===== src/hdl/vsa_pkg.sv =====
// shared types and constants for the voice slot allocator
`default_nettype none

package vsa_pkg;

	localparam int NOTE_W = 7;
	localparam int CHAN_W = 4;
	localparam int POS_W  = 3;
	localparam int SLOT_W = 3;
	localparam int VEL_W  = 7;
	localparam int CMD_W  = 3;

	localparam logic [VEL_W-1:0] FIXED_VELOCITY = 7'd100;

	typedef enum logic [CMD_W-1:0] {
		CMD_ADD   = 3'd0,
		CMD_FREE  = 3'd1,
		CMD_QUERY = 3'd2,
		CMD_GET   = 3'd3,
		CMD_CLEAR = 3'd4
	} cmd_t;

	typedef enum logic [1:0] {
		ST_IDLE,
		ST_SCAN,
		ST_APPLY
	} state_t;

	typedef struct packed {
		logic [NOTE_W-1:0] note;
		logic [CHAN_W-1:0] channel;
	} slot_data_t;

endpackage

`default_nettype wire


===== src/hdl/voice_slot_allocator_top.sv =====
// voice slot allocator top level: slot table memory and command sequencer
//
// usage:
//   raise start with command, note, channel, mark_active and position; the
//   item is taken at a rising edge where start is high and busy is low.
//   one result per item appears on ok, slot and out_*, marked by done, which
//   is high for a single cycle; it cannot be held off.
// scan:
//   add, free, query and get nth scan the slot memory one entry per cycle,
//   pipelined over its registered read; the scan ends at the first hit or at
//   the last slot, and done is raised from the apply state that follows.
//   busy stays high until the edge that raises done.
//   clear and the unused codes give done on the next cycle and leave busy low.
// items:
//   one item at a time; a scanning item keeps busy high through its
//   sequential scan over the single memory read port.
// reset:
//   arst_n clears all active flags, the steal pointer and the sequencer; the
//   memory keeps stale contents that are only read behind a set active flag.
`default_nettype none

module voice_slot_allocator_top
	import vsa_pkg::*;
#(
	parameter int VOICE_COUNT = 8
) (
	input  wire logic              clk,
	input  wire logic              arst_n,
	input  wire logic              start,
	output logic                   busy,
	input  wire logic [CMD_W-1:0]  command,
	input  wire logic [NOTE_W-1:0] note,
	input  wire logic [CHAN_W-1:0] channel,
	input  wire logic              mark_active,
	input  wire logic [POS_W-1:0]  position,
	output logic                   done,
	output logic                   ok,
	output logic [SLOT_W-1:0]      slot,
	output logic [NOTE_W-1:0]      out_note,
	output logic [CHAN_W-1:0]      out_channel,
	output logic [VEL_W-1:0]       out_velocity,
	output logic                   out_active
);

	localparam int IW = $clog2(VOICE_COUNT);

	logic          ram_wr_en;
	logic [IW-1:0] ram_wr_addr;
	slot_data_t    ram_wr_data;
	logic          ram_rd_en;
	logic [IW-1:0] ram_rd_addr;
	slot_data_t    ram_rd_data;

	vsa_slot_ram #(
		.DEPTH (VOICE_COUNT),
		.AW    (IW)
	) u_ram (
		.clk     (clk),
		.wr_en   (ram_wr_en),
		.wr_addr (ram_wr_addr),
		.wr_data (ram_wr_data),
		.rd_en   (ram_rd_en),
		.rd_addr (ram_rd_addr),
		.rd_data (ram_rd_data)
	);

	vsa_ctrl #(
		.VOICE_COUNT (VOICE_COUNT),
		.IW          (IW)
	) u_ctrl (
		.clk          (clk),
		.arst_n       (arst_n),
		.start        (start),
		.busy         (busy),
		.command      (command),
		.note         (note),
		.channel      (channel),
		.mark_active  (mark_active),
		.position     (position),
		.ram_wr_en    (ram_wr_en),
		.ram_wr_addr  (ram_wr_addr),
		.ram_wr_data  (ram_wr_data),
		.ram_rd_en    (ram_rd_en),
		.ram_rd_addr  (ram_rd_addr),
		.ram_rd_data  (ram_rd_data),
		.done         (done),
		.ok           (ok),
		.slot         (slot),
		.out_note     (out_note),
		.out_channel  (out_channel),
		.out_velocity (out_velocity),
		.out_active   (out_active)
	);

endmodule

`default_nettype wire


===== src/hdl/vsa_slot_ram.sv =====
// slot table memory: one write port, one registered read port
`default_nettype none

module vsa_slot_ram
	import vsa_pkg::*;
#(
	parameter int DEPTH = 8,
	parameter int AW    = 3
) (
	input  wire logic       clk,
	input  wire logic       wr_en,
	input  wire logic [AW-1:0] wr_addr,
	input  wire slot_data_t wr_data,
	input  wire logic       rd_en,
	input  wire logic [AW-1:0] rd_addr,
	output slot_data_t      rd_data
);

	slot_data_t mem_q [DEPTH];
	slot_data_t rd_data_s1;

	always_ff @(posedge clk) begin
		if (wr_en) begin
			mem_q[wr_addr] <= wr_data;
		end
		if (rd_en) begin
			rd_data_s1 <= mem_q[rd_addr];
		end
	end

	assign rd_data = rd_data_s1;

endmodule

`default_nettype wire


===== src/hdl/vsa_ctrl.sv =====
// command sequencer: slot scan, active flags, steal pointer and result registers
`default_nettype none

module vsa_ctrl
	import vsa_pkg::*;
#(
	parameter int VOICE_COUNT = 8,
	parameter int IW          = 3
) (
	input  wire logic              clk,
	input  wire logic              arst_n,
	input  wire logic              start,
	output logic                   busy,
	input  wire logic [CMD_W-1:0]  command,
	input  wire logic [NOTE_W-1:0] note,
	input  wire logic [CHAN_W-1:0] channel,
	input  wire logic              mark_active,
	input  wire logic [POS_W-1:0]  position,
	output logic                   ram_wr_en,
	output logic [IW-1:0]          ram_wr_addr,
	output slot_data_t             ram_wr_data,
	output logic                   ram_rd_en,
	output logic [IW-1:0]          ram_rd_addr,
	input  wire slot_data_t        ram_rd_data,
	output logic                   done,
	output logic                   ok,
	output logic [SLOT_W-1:0]      slot,
	output logic [NOTE_W-1:0]      out_note,
	output logic [CHAN_W-1:0]      out_channel,
	output logic [VEL_W-1:0]       out_velocity,
	output logic                   out_active
);

	localparam logic [IW-1:0] LAST = IW'(VOICE_COUNT - 1);

	state_t             state_q, state_d;
	logic [CMD_W-1:0]   cmd_q;
	logic [NOTE_W-1:0]  note_q;
	logic [CHAN_W-1:0]  chan_q;
	logic               mark_q;
	logic [POS_W-1:0]   pos_q;
	logic [IW-1:0]      scan_idx_q;
	logic               issue_end_q;
	logic               vld_s1;
	logic [IW-1:0]      idx_s1;
	logic [POS_W-1:0]   seen_q;
	logic               found_q;
	logic [IW-1:0]      hit_idx_q;
	logic [NOTE_W-1:0]  hit_note_q;
	logic [CHAN_W-1:0]  hit_chan_q;
	logic [VOICE_COUNT-1:0] active_q;
	logic [IW-1:0]      steal_q;
	logic               done_q;
	logic               ok_q;
	logic [SLOT_W-1:0]  slot_q;
	logic [NOTE_W-1:0]  out_note_q;
	logic [CHAN_W-1:0]  out_chan_q;
	logic [VEL_W-1:0]   out_vel_q;
	logic               out_act_q;

	logic               accept;
	logic               scan_cmd;
	logic               issue;
	logic               act_b;
	logic               hit;
	logic               last_s1;
	logic               apply;
	logic               get_hit;
	logic [IW-1:0]      wr_idx;
	logic [IW+SLOT_W-1:0] wr_ext;
	logic [IW+SLOT_W-1:0] hit_ext;

	always_comb begin
		accept   = start && (state_q == ST_IDLE);
		issue    = (state_q == ST_SCAN) && !issue_end_q;
		apply    = (state_q == ST_APPLY);
		act_b    = active_q[idx_s1];
		last_s1  = (idx_s1 == LAST);
		wr_idx   = found_q ? hit_idx_q : steal_q;
		wr_ext   = {{SLOT_W{1'b0}}, wr_idx};
		hit_ext  = {{SLOT_W{1'b0}}, hit_idx_q};
		get_hit  = (cmd_q == CMD_GET) && found_q;
		case (command)
			CMD_ADD, CMD_FREE, CMD_QUERY, CMD_GET: begin
				scan_cmd = 1'b1;
			end
			default: begin
				scan_cmd = 1'b0;
			end
		endcase
		case (cmd_q)
			CMD_ADD: begin
				hit = !act_b;
			end
			CMD_FREE, CMD_QUERY: begin
				hit = act_b && (ram_rd_data.note == note_q);
			end
			CMD_GET: begin
				hit = act_b && (seen_q == pos_q);
			end
			default: begin
				hit = 1'b0;
			end
		endcase
		state_d = state_q;
		case (state_q)
			ST_IDLE: begin
				if (accept && scan_cmd) begin
					state_d = ST_SCAN;
				end
			end
			ST_SCAN: begin
				if (vld_s1 && (hit || last_s1)) begin
					state_d = ST_APPLY;
				end
			end
			ST_APPLY: begin
				state_d = ST_IDLE;
			end
			default: begin
				state_d = ST_IDLE;
			end
		endcase
	end

	always_ff @(posedge clk or negedge arst_n) begin
		if (!arst_n) begin
			state_q     <= ST_IDLE;
			scan_idx_q  <= '0;
			issue_end_q <= 1'b0;
			vld_s1      <= 1'b0;
			seen_q      <= '0;
			found_q     <= 1'b0;
			active_q    <= '0;
			steal_q     <= '0;
			done_q      <= 1'b0;
		end else begin
			state_q <= state_d;
			done_q  <= (accept && !scan_cmd) || apply;
			vld_s1  <= issue;
			if (accept) begin
				scan_idx_q  <= '0;
				issue_end_q <= 1'b0;
				seen_q      <= '0;
				found_q     <= 1'b0;
				if (command == CMD_CLEAR) begin
					active_q <= '0;
					steal_q  <= '0;
				end
			end
			if (issue) begin
				scan_idx_q <= scan_idx_q + 1'b1;
				if (scan_idx_q == LAST) begin
					issue_end_q <= 1'b1;
				end
			end
			if ((state_q == ST_SCAN) && vld_s1) begin
				if (hit) begin
					found_q <= 1'b1;
				end else if ((cmd_q == CMD_GET) && act_b) begin
					seen_q <= seen_q + 1'b1;
				end
			end
			if (apply) begin
				if (cmd_q == CMD_ADD) begin
					active_q[wr_idx] <= mark_q;
					if (!found_q) begin
						steal_q <= (steal_q == LAST) ? '0 : steal_q + 1'b1;
					end
				end else if ((cmd_q == CMD_FREE) && found_q) begin
					active_q[hit_idx_q] <= 1'b0;
				end
			end
		end
	end

	always_ff @(posedge clk) begin
		idx_s1 <= scan_idx_q;
		if (accept) begin
			cmd_q  <= command;
			note_q <= note;
			chan_q <= channel;
			mark_q <= mark_active;
			pos_q  <= position;
			if (!scan_cmd) begin
				ok_q       <= 1'b0;
				slot_q     <= '0;
				out_note_q <= '0;
				out_chan_q <= '0;
				out_vel_q  <= '0;
				out_act_q  <= 1'b0;
			end
		end
		if ((state_q == ST_SCAN) && vld_s1 && hit) begin
			hit_idx_q  <= idx_s1;
			hit_note_q <= ram_rd_data.note;
			hit_chan_q <= ram_rd_data.channel;
		end
		if (apply) begin
			ok_q <= found_q;
			if (cmd_q == CMD_ADD) begin
				slot_q <= wr_ext[SLOT_W-1:0];
			end else begin
				slot_q <= found_q ? hit_ext[SLOT_W-1:0] : '0;
			end
			out_note_q <= get_hit ? hit_note_q : '0;
			out_chan_q <= get_hit ? hit_chan_q : '0;
			out_vel_q  <= get_hit ? FIXED_VELOCITY : '0;
			out_act_q  <= get_hit;
		end
	end

	assign busy         = (state_q != ST_IDLE);
	assign ram_rd_en    = issue;
	assign ram_rd_addr  = scan_idx_q;
	assign ram_wr_en    = apply && (cmd_q == CMD_ADD);
	assign ram_wr_addr  = wr_idx;
	assign ram_wr_data  = '{note: note_q, channel: chan_q};
	assign done         = done_q;
	assign ok           = ok_q;
	assign slot         = slot_q;
	assign out_note     = out_note_q;
	assign out_channel  = out_chan_q;
	assign out_velocity = out_vel_q;
	assign out_active   = out_act_q;

endmodule

`default_nettype wire


===== config.mk =====
export PLATFORM = sky130hd
export DESIGN_NAME = voice_slot_allocator_top
export DESIGN_NICKNAME = d
export VERILOG_FILES = /design/src/hdl/vsa_pkg.sv /design/src/hdl/voice_slot_allocator_top.sv /design/src/hdl/vsa_slot_ram.sv /design/src/hdl/vsa_ctrl.sv
export SDC_FILE = /design/constraint.sdc
export NUM_CORES = 1
export LEC_CHECK = 0
export ABC_CLOCK_PERIOD_IN_PS = 6220
export BUFFER_PORTS_ARGS = -buffer_cell sky130_fd_sc_hd__buf_4
export CORE_MARGIN = 2
export CORE_UTILIZATION = 55
export CTS_BUF_LIST = sky130_fd_sc_hd__clkbuf_8
export CTS_CLUSTER_DIAMETER = 100
export DETAILED_ROUTE_END_ITERATION = 6
export GPL_TIMING_DRIVEN = 0
export HOLD_SLACK_MARGIN = 0.03
export PLACE_DENSITY = 0.75
export SETUP_SLACK_MARGIN = 0.05
export SLEW_MARGIN = 40
export SYNTH_ARGS = -nofsm -noshare
export SYNTH_HDL_FRONTEND = slang
export SYNTH_SLANG_ARGS = --single-unit

===== constraint.sdc =====
create_clock -name clk -period 6.22 [get_ports clk]
set_input_delay 0 -clock clk [delete_from_list [all_inputs] [get_ports clk]]
set_output_delay 0 -clock clk [all_outputs]
set_load 0.005 [all_outputs]

==> qor.yml, run 1 <==
grt:
  antenna_found_initial: 0
  grt_overflow_total: 0
  grt_pass1_vias: 3508
  track_usage_pct: 21.0
  grt_max_degree: 24
  grt_pass1_wl_um: 19700
yosys:
  syn_inst: 369
  synth_area_mm2: 0.00682
  ys_async_sr_fraction_pct: 13.3
  yosysWarnings: 0
  synth-seq-area-share_pct: 74.0
  syn_avg_cell_area_um2: 18.5
  synth.distinct_cells: 49
  synth_edf_count: 147
  synth_seq_cells: 173
  synthFlopType: "edfxtp_1"
pwr:
  powerDensity_mw_per_mm2: 370
  power.share.clock_pct: 24.9
  p_leak_uw: 0.00291
  netSwitchingFraction_pct: 29.0
  pwr-share-seq_pct: 53.1
  p_int_uw: 2100
  ir_drop_uv: 253
  p_switching_uw: 859
  comb_power_share_pct: 22.0
placed_design:
  hpwl_um: 7820
  gp_congestion: 0.877
  port_buffers: 41
  placed_area_mm2: 0.00739
finish:
  antenna-diode-count: 0
  final_cell_mix: "edfxtp_1 (147), buf_4 (51), dfrtp_1 (23), mux4_2 (22), dlygate4sd3_1 (20)"
  area_growth_pct: 17.1
  final_common_cell: "edfxtp_1"
  drive_gt1_share_pct: 28.9
  post-route-cell-area_mm2: 0.00799
  nNetsFinal: 483
clocking:
  insertion_delay_ns: 0.46
  cts_hold_buf: 21
  cts-resized-gates: 0
  cts_tree: "yes"
  cts-root-buf: "clkbuf_8"
  clock_sinks: 173
  clk_path_buf_depth: 2
  cts_setup_buffers: 0
  clk_pin_slew_ns: 0.09
  numCtsBuffers: 17
  htree_levels: 4
min_path:
  hp-class: "input port to asynchronous set/reset pin"
sta:
  worstMarginPinSlew_ns: 0.821
  finalCriticalPeriod_ns: 2.63
  fmax_mhz: 380
  relSlewSlack_pct: 45.3
  fin_tns_setup_ns: 0
  rsz0062_at_grt: "no"
  fin_crit_sh_pct: 42.3
  hold_viol: 0
  clock-skew-final_ns: 0.0106
  final_max_slew_viol_count: 0
  setup_viol_count_final: 0
outcome:
  outcome: "complete, no violations"
setup_path:
  worstPathArrival_ns: 2.73
  worstPathCellList: "xor2_1, nor4_1, a41oi_4, o22a_2, nor2_2"
  worst_setup_path_start_kind: "flop"
  required_ns: 6.32
  slowest_stage: "nor4_1"
  worstPathMaxFanout: 14
  max_stage_delay_ns: 0.54
  path_class: "flop to flop"
  end_kind: "flop"
floorplanning:
  fp.dieW_um: 115
  die_h_um: 115
  dieArea_mm2: 0.0133
  row_count: 40
  start_util_pct: 56.6
  coreArea_mm2: 0.0121
  boundaryPins: 46
job:
  drv_cap: 0
route:
  wl_um: 12500
  ant_nets: 0
  drt_first_pass_iters: 5
  avgRoutedWirePerCell_um: 19.5
  vias: 3591
  drc: 0
  drt_iter0_markers: 285
  viasPerCell: 5.63
[cells in the mapped netlist, types with 2 or more instances]
master	count	share of area (%)
edfxtp_1	147	65
dfrtp_1	23	8.4
mux4_2	22	7.3
a21oi_1	17	1.2
and3_1	17	1.6
a22o_1	16	2.1
mux2_2	13	2.1
nor2_1	10	0.55
nand2_1	8	0.44
buf_4	7	0.77
clkbuf_1	7	0.39
xnor2_1	6	0.77
buf_2	5	0.37
ha_1	5	0.92
inv_1	5	0.28
nor2b_1	5	0.46
a32o_1	4	0.59
nor3_1	4	0.29
xor2_1	4	0.51
dfxtp_1	3	0.88
nand3_1	3	0.22
o21ai_1	3	0.22
a22oi_1	2	0.22
inv_2	2	0.11
mux2i_1	2	0.29
mux4_1	2	0.77
nor3_2	2	0.29
nor3b_1	2	0.22
nor4_1	2	0.18
or3_1	2	0.18
[logic make-up (layout without fill, tap and decap cells)]
logic type	count (synthesis)	count (layout)	synth area share [%]
compound gates	52	52	5.96
buf+inv	27	125	1.96
fa+ha+maj	5	5	0.917
other cells	1	4	0.0550
mux	40	40	10.7
flops	173	173	74.0
xor+xnor	10	10	1.28
simple gates	61	61	5.12
[layer usage]
metal / track usage, % / part of all wire [%] / routed length [um]
met1: 29.5 / 44 / 5430
met2: 31.7 / 48 / 5990
met3: 5.22 / 6.6 / 816
met4: 8.92 / 1.8 / 229
met5: 0 / 0 / 0
[worst paths after layout]
kind,start,to,slack (ns),cells after the start
hold / removal,arst_n,u_ctrl.vld_s1,0.14,3
max in group asynchronous,arst_n,u_ctrl.active_q[5],5.72,3
setup / recovery,u_ctrl.note_q[0],u_ctrl.hit_chan_q[2],3.59,5
setup reg to reg,u_ctrl.note_q[0],u_ctrl.hit_chan_q[2],3.59,5
hold reg to reg,u_ctrl.ram_rd_addr[0],u_ctrl.idx_s1[0],0.43,0
min in group clk,note[4],u_ctrl.note_q[4],0.25,2
[state kept, by name, indices dropped and copies added, names as in the netlist, 4 cells and up]
name / cells
u_ram.mem_q: 88
u_ram.rd_data: 11
u_ctrl.active_q: 8
u_ctrl.hit_note_q: 7
u_ctrl.note_q: 7
u_ctrl.out_note: 7
u_ctrl.chan_q: 4
u_ctrl.hit_chan_q: 4
u_ctrl.out_channel: 4
[through the flow]
| stage | setup slack, ns | instances | utilization [%] | hold slack [ns] | total power [uW] |
|---|---|---|---|---|---|
| global placement | 3.17 | 581 | 61.0 | -0.0869 | 2200 |
| detailed placement | 3.51 | 583 | 61.2 | -0.0825 | 2240 |
| CTS | 3.51 | 636 | 66.1 | 0.221 | 2980 |
| global route | 3.43 | 638 | 66.2 | 0.175 | 3090 |
| finish | 3.59 | 638 | 66.2 | 0.137 | 2960 |
| floorplan | 3.74 | 372 | - | -0.296 | 2010 |
[worst max-delay path, delay by kind of cell (launching register included)]
kind / cells / cell delay [ns]
and+or+nand+nor: 2 / 1.06
DFF: 1 / 0.53
xor gates and xnor gates: 1 / 0.22
AOI/OAI and AO/OA: 2 / 0.45
[power groups by stage]
stage	logic, uW	clock network (uW)	registers [uW]
after floorplan	457	0	1550
after global placement	612	0	1590
after detailed placement	645	0	1600
after CTS	659	749	1570
after global routing	707	795	1590
final	651	737	1570
[layout make-up]
| class | count | area (um^2) |
|---|---|---|
| Inverter | 7 | 26.3 |
| Clock buffer | 17 | 234 |
| Timing Repair Buffer | 66 | 547 |
| Sequential cell | 173 | 5050 |
| Clock inverter | 15 | 141 |
| Tap cell | 168 | 210 |
| Buffer | 20 | 108 |
| Fill cell | 820 | 4080 |
| Multi-Input combinational cell | 172 | 1670 |
No activity file was read; power rests on OpenSTA's default activity.
==> run 2, diff against run 1 <==
ABC_AREA = 1   (was default)
ABC_CLOCK_PERIOD_IN_PS = 2600   (was 6220)
PLACE_DENSITY = 0.74   (was 0.75)
clock period = 2.6 ns   (was 6.22 ns; I/O delays follow)
==> run 2 against run 1 <==
Net effect: clock skew up 0.0018 ns; critical path type unchanged; sequential power up 140%; combinational power grew to 3.1 times the previous value; critical endpoint unchanged.
==> qor.yml, run 2 <==
yosys:
  synth_top_area_share_pct: 63.0
  synth_top_area_cell: "edfxtp_1"
  ys_async_sr_fraction_pct: 13.3
  synth.distinct_cells: 37
  synth_edf_count: 147
  yosysMostFrequentCell: "edfxtp_1"
  synth_commonest_cells: "edfxtp_1 (147), nor2_1 (107), nand2_1 (51), o21ai_0 (51), inv_1 (44)"
  synth_seq_cells: 173
  synth-seq-area-share_pct: 72.1
  synth_area_mm2: 0.00700
  synthFlopType: "edfxtp_1"
  yosysWarnings: 0
  synth_area_leaders: "edfxtp_1 (63%), dfrtp_1 (8.2%), nor2_1 (5.7%)"
  syn_avg_cell_area_um2: 12.2
  syn_inst: 573
route:
  drt_first_pass_iters: 5
  viasPerCell: 5.25
  vias: 4425
  drc: 0
  avgRoutedWirePerCell_um: 16.1
  ant_nets: 0
  drt_iter0_markers: 305
  wl_um: 13600
pwr:
  ir_drop_uv: 510
  p_leak_uw: 0.00306
  powerDensity_mw_per_mm2: 943
sta:
  worstMarginPinSlew_ns: 0.725
  clock-skew-final_ns: 0.0124
  rsz0062_at_grt: "no"
  finalCriticalPeriod_ns: 2.24
  final_max_slew_viol_count: 0
  fin_tns_setup_ns: 0
  setup_viol_count_final: 0
  fin_crit_sh_pct: 86.3
  hold_viol: 0
  relSlewSlack_pct: 51.6
  fmax_mhz: 446
finish:
  area_growth_pct: 16.7
  largest_reg_flops: 88
  final_cell_mix: "edfxtp_1 (147), nor2_1 (101), nand2_1 (51), o21ai_0 (50), buf_4 (49)"
  top_register: "u_ram.mem_q"
  drive_gt1_share_pct: 19.7
  final_common_cell: "edfxtp_1"
  antenna-diode-count: 0
  layout.cells.non_filler: 843
  nNetsFinal: 684
floorplanning:
  start_util_pct: 56.0
  coreArea_mm2: 0.0125
  row_count: 41
  boundaryPins: 46
  dieArea_mm2: 0.0137
  fp.dieW_um: 117
  die_h_um: 117
grt:
  grt_pass1_wl_um: 21700
  antenna_found_initial: 0
  grt_max_degree: 24
  grt_overflow_total: 0
  grt_pass1_vias: 4254
  track_usage_pct: 21.9
placed_design:
  dp_cells: 790
  gp_congestion: 0.906
  port_buffers: 41
  hpwl_um: 9310
setup_path:
  worstPathArrival_ns: 2.33
  r2r_setup_slack_ns: 0.36
  required_ns: 2.69
  endpoint: "u_ctrl.hit_chan_q[2]"
  end_kind: "flop"
  path_class: "flop to flop"
  crit_start: "u_ctrl.idx_s1[0]"
  r2r_start: "u_ctrl.idx_s1[0]"
  worstPathMaxFanout: 14
  r2r_end: "u_ctrl.hit_chan_q[2]"
  reg2reg_depth: 8
  worst_setup_path_start_kind: "flop"
clocking:
  cts_hold_buf: 21
  clock_sinks: 173
  clk_pin_slew_ns: 0.09
  insertion_delay_ns: 0.45
  cts_setup_buffers: 0
  numCtsBuffers: 17
  htree_levels: 4
  cts-resized-gates: 0
  cts_tree: "yes"
  cts-root-buf: "clkbuf_8"
  clk_path_buf_depth: 2
job:
  drv_cap: 0
min_path:
  hp-class: "input port to flop"
  holdPathStages: 4
outcome:
  outcome: "complete, no violations"
run 2: cell count changes in the layout (fill, tap and decap cells not counted), sizes merged, moves of 4 or more:
cell and delta:
a22o -15, nor2b -5, a32o -4, nand2 +51
mux4 -24, inv +48, o21ai +55, a31oi +10
mux2 -14, nand3 +12, o22ai +22, nor2 +106
and3 -17
run 2: final cells by class:
type / count / area (um^2)
Tap cell: 172 / 215
Timing Repair Buffer: 63 / 536
Fill cell: 956 / 4340
Sequential cell: 173 / 5050
Multi-Input combinational cell: 324 / 1650
Buffer: 24 / 123
Clock inverter: 15 / 158
Inverter: 55 / 209
Clock buffer: 17 / 234
run 2: worst min-delay path by stage:
| stage | from | end | slack, ns |
|---|---|---|---|
| final | start | u_ctrl.seen_q[2] | 0.21 |
| after global routing | start | u_ctrl.seen_q[2] | 0.22 |
| after CTS | start | u_ctrl.seen_q[2] | 0.16 |
| after detailed placement | arst_n | u_ctrl.active_q[6] | -0.08 |
| after global placement | arst_n | u_ctrl.seen_q[2] | -0.08 |
| after floorplan | arst_n | u_ctrl.active_q[0] | -0.30 |
run 2: worst max-delay path, stage by stage, from the launching register on:
cell and delay [ns]:
dfxtp_1 0.48, inv_2 0.09, or2_0 0.21, nand2_1 0.06, nand3_1 0.06, nand2_1 0.18
nand2_1 0.09, a21boi_1 0.16, nor2_2 0.54
run 2: cell families after synthesis:
logic type / synth area share, %
XOR/XNOR: 0.750
adder cells (fa/ha/maj): 0.893
flip-flops: 72.1
AND/OR/NAND/NOR: 12.7
other: 0.0535
buffers and inverters: 4.73
AO/OA/AOI/OAI: 8.79
run 2: through the flow:
stage                     area (um^2)  power [uW]  utilization, %  hold slack, ns  setup WS, ns
after floorplan                  7020        5160               -          -0.296         0.261
after global placement           7540        5770            60.2         -0.0814        -0.216
after detailed placement         7560        5870            60.4         -0.0783         0.320
after CTS                        8180        7720            65.3           0.160         0.304
after global routing             8180        8120            65.3           0.216         0.142
final                            8180        7710            65.3           0.212         0.357
run 2: layer usage:
metal,vias to the layer above,routed length [um],share of wire [%],GRT usage (%)
met2,158,6460,48,35.5
met5,-,0,0,0
met1,2092,5910,43,28.8
li1,2151,-,-,-
met3,24,983,7.2,4.89
met4,0,244,1.8,9.25
run 2: report_power, final:
group	leakage, uW	internal (uW)	switching, uW
clock network	0.000199	869	980
registers	0.00167	3520	302
logic	0.00119	685	1350
